File: src/design/http_response_header_parser_unit_macros.svh
// ----------------------------------------------------------------------------
// HTTP response header parser assertion macros
// Shared concurrent assertion forms, clocked on clk with reset arst_n.
// ----------------------------------------------------------------------------
`ifndef HTTP_RESPONSE_HEADER_PARSER_UNIT_MACROS_SVH
`define HTTP_RESPONSE_HEADER_PARSER_UNIT_MACROS_SVH

// The consequent must hold in the same cycle as the antecedent.
`define HRHP_ASSERT_SAME(label, ante, cons) \
	label: assert property (@(posedge clk) disable iff (!arst_n) (ante) |-> (cons)) \
		else $error("same-cycle implication failed");

// The consequent must hold in the cycle after the antecedent.
`define HRHP_ASSERT_NEXT(label, ante, cons) \
	label: assert property (@(posedge clk) disable iff (!arst_n) (ante) |=> (cons)) \
		else $error("next-cycle implication failed");

`endif

File: src/design/hrhp_pkg.sv
// ----------------------------------------------------------------------------
// HTTP response header parser package
// Beat types, parser state codes, character constants and byte classes.
// ----------------------------------------------------------------------------
`timescale 1ns / 1ps

package hrhp_pkg;

	typedef struct packed {
		logic       req_type;
		logic [7:0] data_byte;
	} in_beat_t;

	typedef struct packed {
		logic [1:0]  verdict;
		logic [1:0]  text_kind;
		logic [7:0]  text_byte;
		logic        name_begin;
		logic        header_end;
		logic [7:0]  version_major;
		logic [7:0]  version_minor;
		logic [15:0] resp_code;
	} out_beat_t;

	typedef struct packed {
		logic [4:0]  parse_state;
		logic [7:0]  major_value;
		logic [7:0]  minor_value;
		logic [15:0] code_value;
		logic        seen_header;
	} parse_ctx_t;

	localparam logic REQ_BYTE    = 1'b0;
	localparam logic REQ_RESTART = 1'b1;

	localparam logic [1:0] VERDICT_MORE   = 2'd0;
	localparam logic [1:0] VERDICT_DONE   = 2'd1;
	localparam logic [1:0] VERDICT_REJECT = 2'd2;

	localparam logic [1:0] KIND_NONE   = 2'd0;
	localparam logic [1:0] KIND_STATUS = 2'd1;
	localparam logic [1:0] KIND_NAME   = 2'd2;
	localparam logic [1:0] KIND_VALUE  = 2'd3;

	localparam logic [4:0] S_H     = 5'd0;
	localparam logic [4:0] S_T1    = 5'd1;
	localparam logic [4:0] S_T2    = 5'd2;
	localparam logic [4:0] S_P     = 5'd3;
	localparam logic [4:0] S_SLASH = 5'd4;
	localparam logic [4:0] S_MAJ0  = 5'd5;
	localparam logic [4:0] S_MAJ   = 5'd6;
	localparam logic [4:0] S_MIN0  = 5'd7;
	localparam logic [4:0] S_MIN   = 5'd8;
	localparam logic [4:0] S_CODE0 = 5'd9;
	localparam logic [4:0] S_CODE  = 5'd10;
	localparam logic [4:0] S_STEXT = 5'd11;
	localparam logic [4:0] S_NL1   = 5'd12;
	localparam logic [4:0] S_LINE  = 5'd13;
	localparam logic [4:0] S_LWS   = 5'd14;
	localparam logic [4:0] S_NAME  = 5'd15;
	localparam logic [4:0] S_SPACE = 5'd16;
	localparam logic [4:0] S_VALUE = 5'd17;
	localparam logic [4:0] S_NL2   = 5'd18;
	localparam logic [4:0] S_NL3   = 5'd19;
	localparam logic [4:0] S_DONE  = 5'd20;

	localparam logic [7:0] CH_H     = 8'h48;
	localparam logic [7:0] CH_T     = 8'h54;
	localparam logic [7:0] CH_P     = 8'h50;
	localparam logic [7:0] CH_SLASH = 8'h2F;
	localparam logic [7:0] CH_DOT   = 8'h2E;
	localparam logic [7:0] CH_CR    = 8'h0D;
	localparam logic [7:0] CH_LF    = 8'h0A;
	localparam logic [7:0] CH_COLON = 8'h3A;
	localparam logic [7:0] CH_TAB   = 8'h09;
	localparam logic [7:0] CH_SP    = 8'h20;
	localparam logic [7:0] CH_ZERO  = 8'h30;
	localparam logic [7:0] CH_ONE   = 8'h31;
	localparam logic [7:0] CH_NINE  = 8'h39;
	localparam logic [7:0] CTL_MAX  = 8'd31;
	localparam logic [7:0] CH_DEL   = 8'd127;

	function automatic logic is_ctl(input logic [7:0] c);
		return (c <= CTL_MAX) || (c == CH_DEL);
	endfunction

	function automatic logic is_dec_char(input logic [7:0] c);
		return (c >= CH_ZERO) && (c <= CH_NINE);
	endfunction

	function automatic logic is_separator(input logic [7:0] c);
		logic sep;
		case (c)
			8'h28, 8'h29, 8'h3C, 8'h3E, 8'h40,
			8'h2C, 8'h3B, 8'h3A, 8'h5C, 8'h22,
			8'h2F, 8'h5B, 8'h5D, 8'h3F, 8'h3D,
			8'h7B, 8'h7D, 8'h20, 8'h09: begin
				sep = 1'b1;
			end
			default: begin
				sep = 1'b0;
			end
		endcase
		return sep;
	endfunction

	function automatic logic is_token(input logic [7:0] c);
		return (c <= CH_DEL) && !is_ctl(c) && !is_separator(c);
	endfunction

endpackage

File: src/design/hrhp_step.sv
// ----------------------------------------------------------------------------
// HTTP response header parser step logic
// Next parser context and result beat for one byte or restart request.
// ----------------------------------------------------------------------------
`timescale 1ns / 1ps

module hrhp_step (
	input  hrhp_pkg::in_beat_t   beat,
	input  hrhp_pkg::parse_ctx_t cur,
	output hrhp_pkg::parse_ctx_t nxt,
	output hrhp_pkg::out_beat_t  result
);
	import hrhp_pkg::*;

	logic [7:0]  c;
	logic [11:0] maj_sum;
	logic [11:0] min_sum;
	logic [19:0] code_sum;
	logic [7:0]  maj_acc;
	logic [7:0]  min_acc;
	logic [15:0] code_acc;
	logic        ok;
	logic [1:0]  verdict;
	logic [1:0]  kind;
	logic        nbeg;
	logic        hend;
	parse_ctx_t  n;

	assign c = beat.data_byte;

	assign maj_sum  = ({4'd0, cur.major_value} << 3) + ({4'd0, cur.major_value} << 1)
		+ {8'd0, c[3:0]};
	assign min_sum  = ({4'd0, cur.minor_value} << 3) + ({4'd0, cur.minor_value} << 1)
		+ {8'd0, c[3:0]};
	assign code_sum = ({4'd0, cur.code_value} << 3) + ({4'd0, cur.code_value} << 1)
		+ {16'd0, c[3:0]};

	assign maj_acc  = (maj_sum > 12'd255) ? 8'hFF : maj_sum[7:0];
	assign min_acc  = (min_sum > 12'd255) ? 8'hFF : min_sum[7:0];
	assign code_acc = (code_sum > 20'd65535) ? 16'hFFFF : code_sum[15:0];

	always_comb begin
		n       = cur;
		ok      = 1'b1;
		verdict = VERDICT_MORE;
		kind    = KIND_NONE;
		nbeg    = 1'b0;
		hend    = 1'b0;
		if (beat.req_type == REQ_RESTART) begin
			n.parse_state = S_H;
		end else begin
			case (cur.parse_state)
				S_H: begin
					if (c == CH_H) n.parse_state = S_T1;
					else ok = 1'b0;
				end
				S_T1: begin
					if (c == CH_T) n.parse_state = S_T2;
					else ok = 1'b0;
				end
				S_T2: begin
					if (c == CH_T) n.parse_state = S_P;
					else ok = 1'b0;
				end
				S_P: begin
					if (c == CH_P) n.parse_state = S_SLASH;
					else ok = 1'b0;
				end
				S_SLASH: begin
					if (c == CH_SLASH) begin
						n.major_value = 8'd0;
						n.minor_value = 8'd0;
						n.code_value  = 16'd0;
						n.parse_state = S_MAJ0;
					end else begin
						ok = 1'b0;
					end
				end
				S_MAJ0: begin
					if (is_dec_char(c)) begin
						n.major_value = maj_acc;
						n.parse_state = S_MAJ;
					end else begin
						ok = 1'b0;
					end
				end
				S_MAJ: begin
					if (c == CH_DOT) n.parse_state = S_MIN0;
					else if (is_dec_char(c)) n.major_value = maj_acc;
					else ok = 1'b0;
				end
				S_MIN0: begin
					if (is_dec_char(c)) begin
						n.minor_value = min_acc;
						n.parse_state = S_MIN;
					end else begin
						ok = 1'b0;
					end
				end
				S_MIN: begin
					if (c == CH_SP) n.parse_state = S_CODE0;
					else if (is_dec_char(c)) n.minor_value = min_acc;
					else ok = 1'b0;
				end
				S_CODE0: begin
					if (c >= CH_ONE && c <= CH_NINE) begin
						n.code_value  = code_acc;
						n.parse_state = S_CODE;
					end else begin
						ok = 1'b0;
					end
				end
				S_CODE: begin
					if (c == CH_SP) n.parse_state = S_STEXT;
					else if (is_dec_char(c)) n.code_value = code_acc;
					else ok = 1'b0;
				end
				S_STEXT: begin
					if (c == CH_CR) n.parse_state = S_NL1;
					else if (is_ctl(c)) ok = 1'b0;
					else kind = KIND_STATUS;
				end
				S_NL1: begin
					if (c == CH_LF) n.parse_state = S_LINE;
					else ok = 1'b0;
				end
				S_LINE: begin
					if (c == CH_CR) begin
						n.parse_state = S_NL3;
					end else if (cur.seen_header && (c == CH_SP || c == CH_TAB)) begin
						n.parse_state = S_LWS;
					end else if (!is_token(c)) begin
						ok = 1'b0;
					end else begin
						kind          = KIND_NAME;
						nbeg          = 1'b1;
						n.parse_state = S_NAME;
					end
				end
				S_LWS: begin
					if (c == CH_CR) begin
						n.parse_state = S_NL2;
					end else if (c == CH_SP || c == CH_TAB) begin
						n.parse_state = S_LWS;
					end else if (is_ctl(c)) begin
						ok = 1'b0;
					end else begin
						kind          = KIND_VALUE;
						n.parse_state = S_VALUE;
					end
				end
				S_NAME: begin
					if (c == CH_COLON) n.parse_state = S_SPACE;
					else if (!is_token(c)) ok = 1'b0;
					else kind = KIND_NAME;
				end
				S_SPACE: begin
					if (c == CH_SP) n.parse_state = S_VALUE;
					else ok = 1'b0;
				end
				S_VALUE: begin
					if (c == CH_CR) begin
						n.parse_state = S_NL2;
						n.seen_header = 1'b1;
						hend          = 1'b1;
					end else if (is_ctl(c)) begin
						ok = 1'b0;
					end else begin
						kind = KIND_VALUE;
					end
				end
				S_NL2: begin
					if (c == CH_LF) n.parse_state = S_LINE;
					else ok = 1'b0;
				end
				S_NL3: begin
					if (c == CH_LF) begin
						n.parse_state = S_DONE;
						verdict       = VERDICT_DONE;
					end else begin
						ok = 1'b0;
					end
				end
				default: begin
					ok = 1'b0;
				end
			endcase
			if (!ok) begin
				n       = cur;
				verdict = VERDICT_REJECT;
				kind    = KIND_NONE;
				nbeg    = 1'b0;
				hend    = 1'b0;
			end
		end
	end

	assign nxt = n;

	assign result.verdict       = verdict;
	assign result.text_kind     = kind;
	assign result.text_byte     = (kind != KIND_NONE) ? c : 8'd0;
	assign result.name_begin    = nbeg;
	assign result.header_end    = hend;
	assign result.version_major = n.major_value;
	assign result.version_minor = n.minor_value;
	assign result.resp_code     = n.code_value;

endmodule

File: src/design/http_response_header_parser_unit.sv
// ----------------------------------------------------------------------------
// HTTP response header parser unit
// Parses a response status line and header block one byte per beat.
// ----------------------------------------------------------------------------
// Usage:
// Bytes enter on the byte channel (byte_valid, byte_stall, byte_beat). Each
// beat carries either one response byte or a restart request. Every accepted
// beat yields exactly one result beat on the result channel (result_valid,
// result_stall, result_beat) with the verdict, the tagged text byte, the
// header markers and the version and status code parsed so far.
// An accepted beat is held in an input register, evaluated by the step logic
// in the next cycle, and its result enters the result register when the
// result side is not stalling. One beat is accepted every cycle while the
// result side takes its beats; the rate is set by the single parser
// context register, which is updated once per beat.
// When the receiver stalls, the result register holds its beat, the input
// register keeps one more beat, and byte_stall then rises until the result
// register is freed.
// Reset clears both valid bits and returns the parser to expecting the
// letter H with versions, status code and the header flag at zero.
// ----------------------------------------------------------------------------
`timescale 1ns / 1ps

module http_response_header_parser_unit (
	input  logic                 clk,
	input  logic                 arst_n,
	input  logic                 byte_valid,
	output logic                 byte_stall,
	input  hrhp_pkg::in_beat_t   byte_beat,
	output logic                 result_valid,
	input  logic                 result_stall,
	output hrhp_pkg::out_beat_t  result_beat
);
	import hrhp_pkg::*;

	logic       valid_s1;
	in_beat_t   beat_s1;
	parse_ctx_t ctx_q;
	parse_ctx_t ctx_nxt;
	out_beat_t  step_result;
	logic       result_valid_q;
	out_beat_t  result_q;
	logic       advance;

	assign advance    = !result_valid_q || !result_stall;
	assign byte_stall = valid_s1 && !advance;

	always_ff @(posedge clk or negedge arst_n) begin
		if (!arst_n) begin
			valid_s1 <= 1'b0;
		end else if (!byte_stall) begin
			valid_s1 <= byte_valid;
		end
	end

	always_ff @(posedge clk) begin
		if (byte_valid && !byte_stall) begin
			beat_s1 <= byte_beat;
		end
	end

	hrhp_step u_step (
		.beat   (beat_s1),
		.cur    (ctx_q),
		.nxt    (ctx_nxt),
		.result (step_result)
	);

	always_ff @(posedge clk or negedge arst_n) begin
		if (!arst_n) begin
			ctx_q.parse_state <= S_H;
			ctx_q.major_value <= 8'd0;
			ctx_q.minor_value <= 8'd0;
			ctx_q.code_value  <= 16'd0;
			ctx_q.seen_header <= 1'b0;
		end else if (valid_s1 && advance) begin
			ctx_q <= ctx_nxt;
		end
	end

	always_ff @(posedge clk or negedge arst_n) begin
		if (!arst_n) begin
			result_valid_q <= 1'b0;
		end else if (advance) begin
			result_valid_q <= valid_s1;
		end
	end

	always_ff @(posedge clk) begin
		if (valid_s1 && advance) begin
			result_q <= step_result;
		end
	end

	assign result_valid = result_valid_q;
	assign result_beat  = result_q;

	`include "http_response_header_parser_unit_macros.svh"

	`HRHP_ASSERT_SAME(a_reject_no_text, result_valid_q && result_q.verdict == VERDICT_REJECT, result_q.text_kind == KIND_NONE && !result_q.name_begin && !result_q.header_end)
	`HRHP_ASSERT_SAME(a_header_end_seen, result_valid_q && result_q.header_end, ctx_q.seen_header)
	`HRHP_ASSERT_SAME(a_stall_holds_beat, byte_stall, valid_s1 && result_valid_q)
	`HRHP_ASSERT_SAME(a_state_in_range, 1'b1, ctx_q.parse_state <= S_DONE)
	`HRHP_ASSERT_NEXT(a_step_moves_out, valid_s1 && advance, result_valid_q)

endmodule

File: config.mk
export PLATFORM = sky130hd
export DESIGN_NAME = http_response_header_parser_unit
export DESIGN_NICKNAME = d
export VERILOG_FILES = /design/src/design/hrhp_pkg.sv /design/src/design/hrhp_step.sv /design/src/design/http_response_header_parser_unit.sv
export VERILOG_INCLUDE_DIRS = /design/src /design/src/design
export SDC_FILE = /design/constraint.sdc
export NUM_CORES = 1
export LEC_CHECK = 0
export ABC_AREA = 1
export BUFFER_PORTS_ARGS = -buffer_cell sky130_fd_sc_hd__buf_2
export CAP_MARGIN = 20
export CORE_MARGIN = 3
export CORE_UTILIZATION = 48
export CTS_CLUSTER_SIZE = 10
export DETAILED_ROUTE_END_ITERATION = 6
export PLACE_DENSITY = 0.68
export SLEW_MARGIN = 20
export SYNTH_ARGS = -nofsm -noshare
export SYNTH_HDL_FRONTEND = slang
export SYNTH_SLANG_ARGS = --single-unit
File: constraint.sdc
create_clock -name clk -period 9.41 [get_ports clk]
set_clock_uncertainty 0.15 [all_clocks]
set_input_delay 1.4115 -clock clk [delete_from_list [all_inputs] [get_ports clk]]
set_output_delay 1.4115 -clock clk [all_outputs]
set_load 0.03 [all_outputs]
==> reports/metrics.csv <==
stage;metric;value;unit
status;status;completed;
clocking;Max H-tree Level;3;
place;Port Buffers;60;
timing;Fmax;246.7;MHz
floorplan;die area;17940;um2
clocking;worst skew pair latency;360;ps
global_route;GRT Util Overall;24.19;%
timing;Max Slew Vio Count;0;
route;routed wire length;20.97;mm
critical_path;Crit Path Class;reg2reg;
pwr;Leakage;4.397;nW
timing;Tcrit/Tclk final;43.08;%
timing;relative slew slack;40.64;%
pwr;Sequential Power Share;45.4;%
place;DP Area;8341;um2
pwr;Pwr per Cell Area;132.0;nW/um2
timing;fin worst setup slack;5356;ps
route;DRC viols;0;
place;hpwl dp;14.99;mm
clocking;TritonCTS Buffers;9;
floorplan;initial core utilization;49.29;%
finish;fillcell total;1530;
floorplan;Die X;133.9;um
critical_path;Worst setup SP type;flip-flop;
critical_path;Slowest cell on crit path;edfxtp_1;
clocking;Max clock buf depth;2;
finish;nets@finish;1206;
logic_synthesis;Avg Inst Size Synth;7.282;um2
job;max-cap violation count;0;
clocking;Post-CTS Resized;0;
pwr;Sw Share;33.95;%
clocking;number of hold buffers added after cts;0;
critical_path;family with the most delay on the worst path;simple AND/OR/NAND/NOR gates;
pwr;Int Power;0.7525;mW
timing;count of final setup violators;0;
clocking;clock slew at reported path FFs;70;ps
pwr;Clk pwr share;31.3;%
floorplan;Ports;61;
global_route;global route total overflow;0;
route;vias after detailed routing;7455;
logic_synthesis;netlist area before placement;7858;um2
finish;register area;2653;um2
critical_path;CP most frequent cell;nand2_1;
finish;Core Util, Final;54.15;%
finish;Multi-input gate area;4663;um2
pwr;maximum vdd ir drop;0.09219;mV
pwr;Logic pwr share;23.3;%
place;routability congestion estimate;0.9959;
route;drt first pass iters;5;
timing;clock period minus worst slack;4054;ps
finish;Area Growth Syn to Fin;9.873;%
floorplan;Die Y;133.9;um
logic_synthesis;post-synthesis sequential area ratio;33.76;%
route;Via density;5.535;
clocking;Root Driver;clkbuf_16;
timing;Slew @ Worst Pin;887.1;ps
critical_path;Req. time, crit path;9380;ps
route;initial DRC count;736;
global_route;initial antenna violation count;0;
route;wire length per cell;15.57;um
pwr;NetSw;0.3868;mW
critical_path;worst-path cell chain;fa_1 > fa_1 > nand3_1 > nand2_1 > nand2_1 > nand2_1 > nand2_1 > nand2_1 > nand2_1 > nand2_1 > nor2_2 > buf_8 > nand3_1 > a22oi_1 > nand3_2 > and2_1;
logic_synthesis;number of synthesized flops with an enable pin;55;
global_route;largest net degree at the start of global routing;64;
floorplan;core area;15940;um2
logic_synthesis;synth unique cells;52;
finish;design area;8633;um2
global_route;vias in the first global route;7024;
logic_synthesis;Post-Syn Nets;1159;
global_route;global-route wire length before repair;35.32;mm
logic_synthesis;FFs w/ async S/R, synth;42.11;%
route;ANT nets after route;0;
timing;Final Hold Violating Endpoints;0;
clocking;clock tree sinks;95;
hold_path;Worst Hold Class;reg2reg;
critical_path;crit-path max cell delay;620;ps
finish;most common cell after layout, fill and taps aside;nand2_1;
timing;Setup TNS Final;0;ps
clocking;post-CTS setup buffer count;0;
floorplan;Row Count;46;
critical_path;element type at the critical path end;flip-flop;
logic_synthesis;Seq cells post-synth;95;
clocking;TritonCTS clock tree;yes;
finish;ratio of cells with drive above 1 in the final layout;12.47;%
logic_synthesis;Post-Syn Instances;1079;
critical_path;Critical Path AT;4020;ps
timing;RSZ-0062 raised after global routing;false;
logic_synthesis;predominant post-synthesis flop cell;edfxtp_1;
finish;Antenna Diode Count;0;
logic_synthesis;Synth Warn #;0;
finish;commonest non-fill, non-tap cells in the layout;nand2_1, nand3_1, inv_1;
critical_path;CP Buf/Inv Count;1;
critical_path;Worst Path Max Fanout;18;
place;post-place setup slack;5344;ps
## area by class of cell
type	instances	share of cell area, %
Tap cell	216	3.130
Clock inverter	5	0.3768
Clock buffer	11	2.812
Multi-Input combinational cell	845	54.01
Sequential cell	95	30.72
Timing Repair Buffer	66	4.203
Inverter	109	4.739
## cell families after synthesis
kind of cell,after synthesis,share of synthesized area (%)
and+or+nand+nor,642,36.93
buffers and inverters,139,7.022
AOI/OAI and AO/OA,120,9.268
DFF,95,33.76
adders and majority gates,67,11.24
xor gates and xnor gates,16,1.784
## power by group through the flow
stage,combinational (mW),clock (mW),sequential (mW)
CTS,0.267,0.361,0.518
global route,0.297,0.380,0.523
floorplan,0.156,0,0.561
finish,0.266,0.356,0.517
global placement,0.261,0,0.525
detailed placement,0.266,0,0.525
## sequential cells by signal, summed over array words and instances, names as in the netlist
signal and count:
result_valid 1, ctx_q 38, beat_s1 9, valid_s1 1
result_beat 46
## routing by layer
layer	track usage [%]	share of wire, %	up-vias
li1	-	-	3721
met1	34.02	46	3445
met2	38.69	46	261
met3	3.976	6.7	28
met4	7.029	1.6	0
met5	0	0	-
## metrics by stage
stage	instances	hold slack, ps	total power, mW
detailed placement	1330	298.6	0.7911
CTS	1346	319.2	1.145
floorplan	1079	278.1	0.7167
finish	1347	315.7	1.139
global placement	1329	293.9	0.7865
global route	1347	333.1	1.200
## worst reg2reg max path, stage by stage, from the launching register on
cell and delay (ps):
edfxtp_1 620, fa_1 600, fa_1 480, nand3_1 100, nand2_1 100, nand2_1 70
nand2_1 110, nand2_1 110, nand2_1 60, nand2_1 60, nand2_1 50, nor2_2 510
buf_8 250, nand3_1 100, a22oi_1 200, nand3_2 100, and2_1 150
## cells in the mapped netlist (all sizes together), types with 17 or more instances
| cell | n | area [um2] |
|---|---|---|
| a21oi | 56 | 295.3 |
| and2 | 18 | 112.6 |
| clkbuf | 17 | 63.81 |
| dfrtp | 40 | 1001 |
| edfxtp | 55 | 1652 |
| ha | 61 | 763.2 |
| inv | 106 | 397.9 |
| nand2 | 359 | 1385 |
| nand3 | 112 | 633.1 |
| nand4 | 32 | 200.2 |
| nor2 | 95 | 407.9 |
| o21ai | 21 | 108.9 |
## path summary, 6_finish.rpt
kind / startpoint / endpoint / slack (ps) / depth (start not counted)
max in group asynchronous: arst_n / ctx_q[2] / 7780 / 1
setup / recovery: beat_s1[3] / result_beat[7] / 5360 / 16
hold reg to reg: ctx_q[0] / ctx_q[0] / 320 / 1
min in group asynchronous: arst_n / ctx_q[29] / 910 / 1
hold / removal: ctx_q[0] / ctx_q[0] / 320 / 1
setup reg to reg: beat_s1[3] / result_beat[7] / 5360 / 16
(Power assumes the default switching activity.)
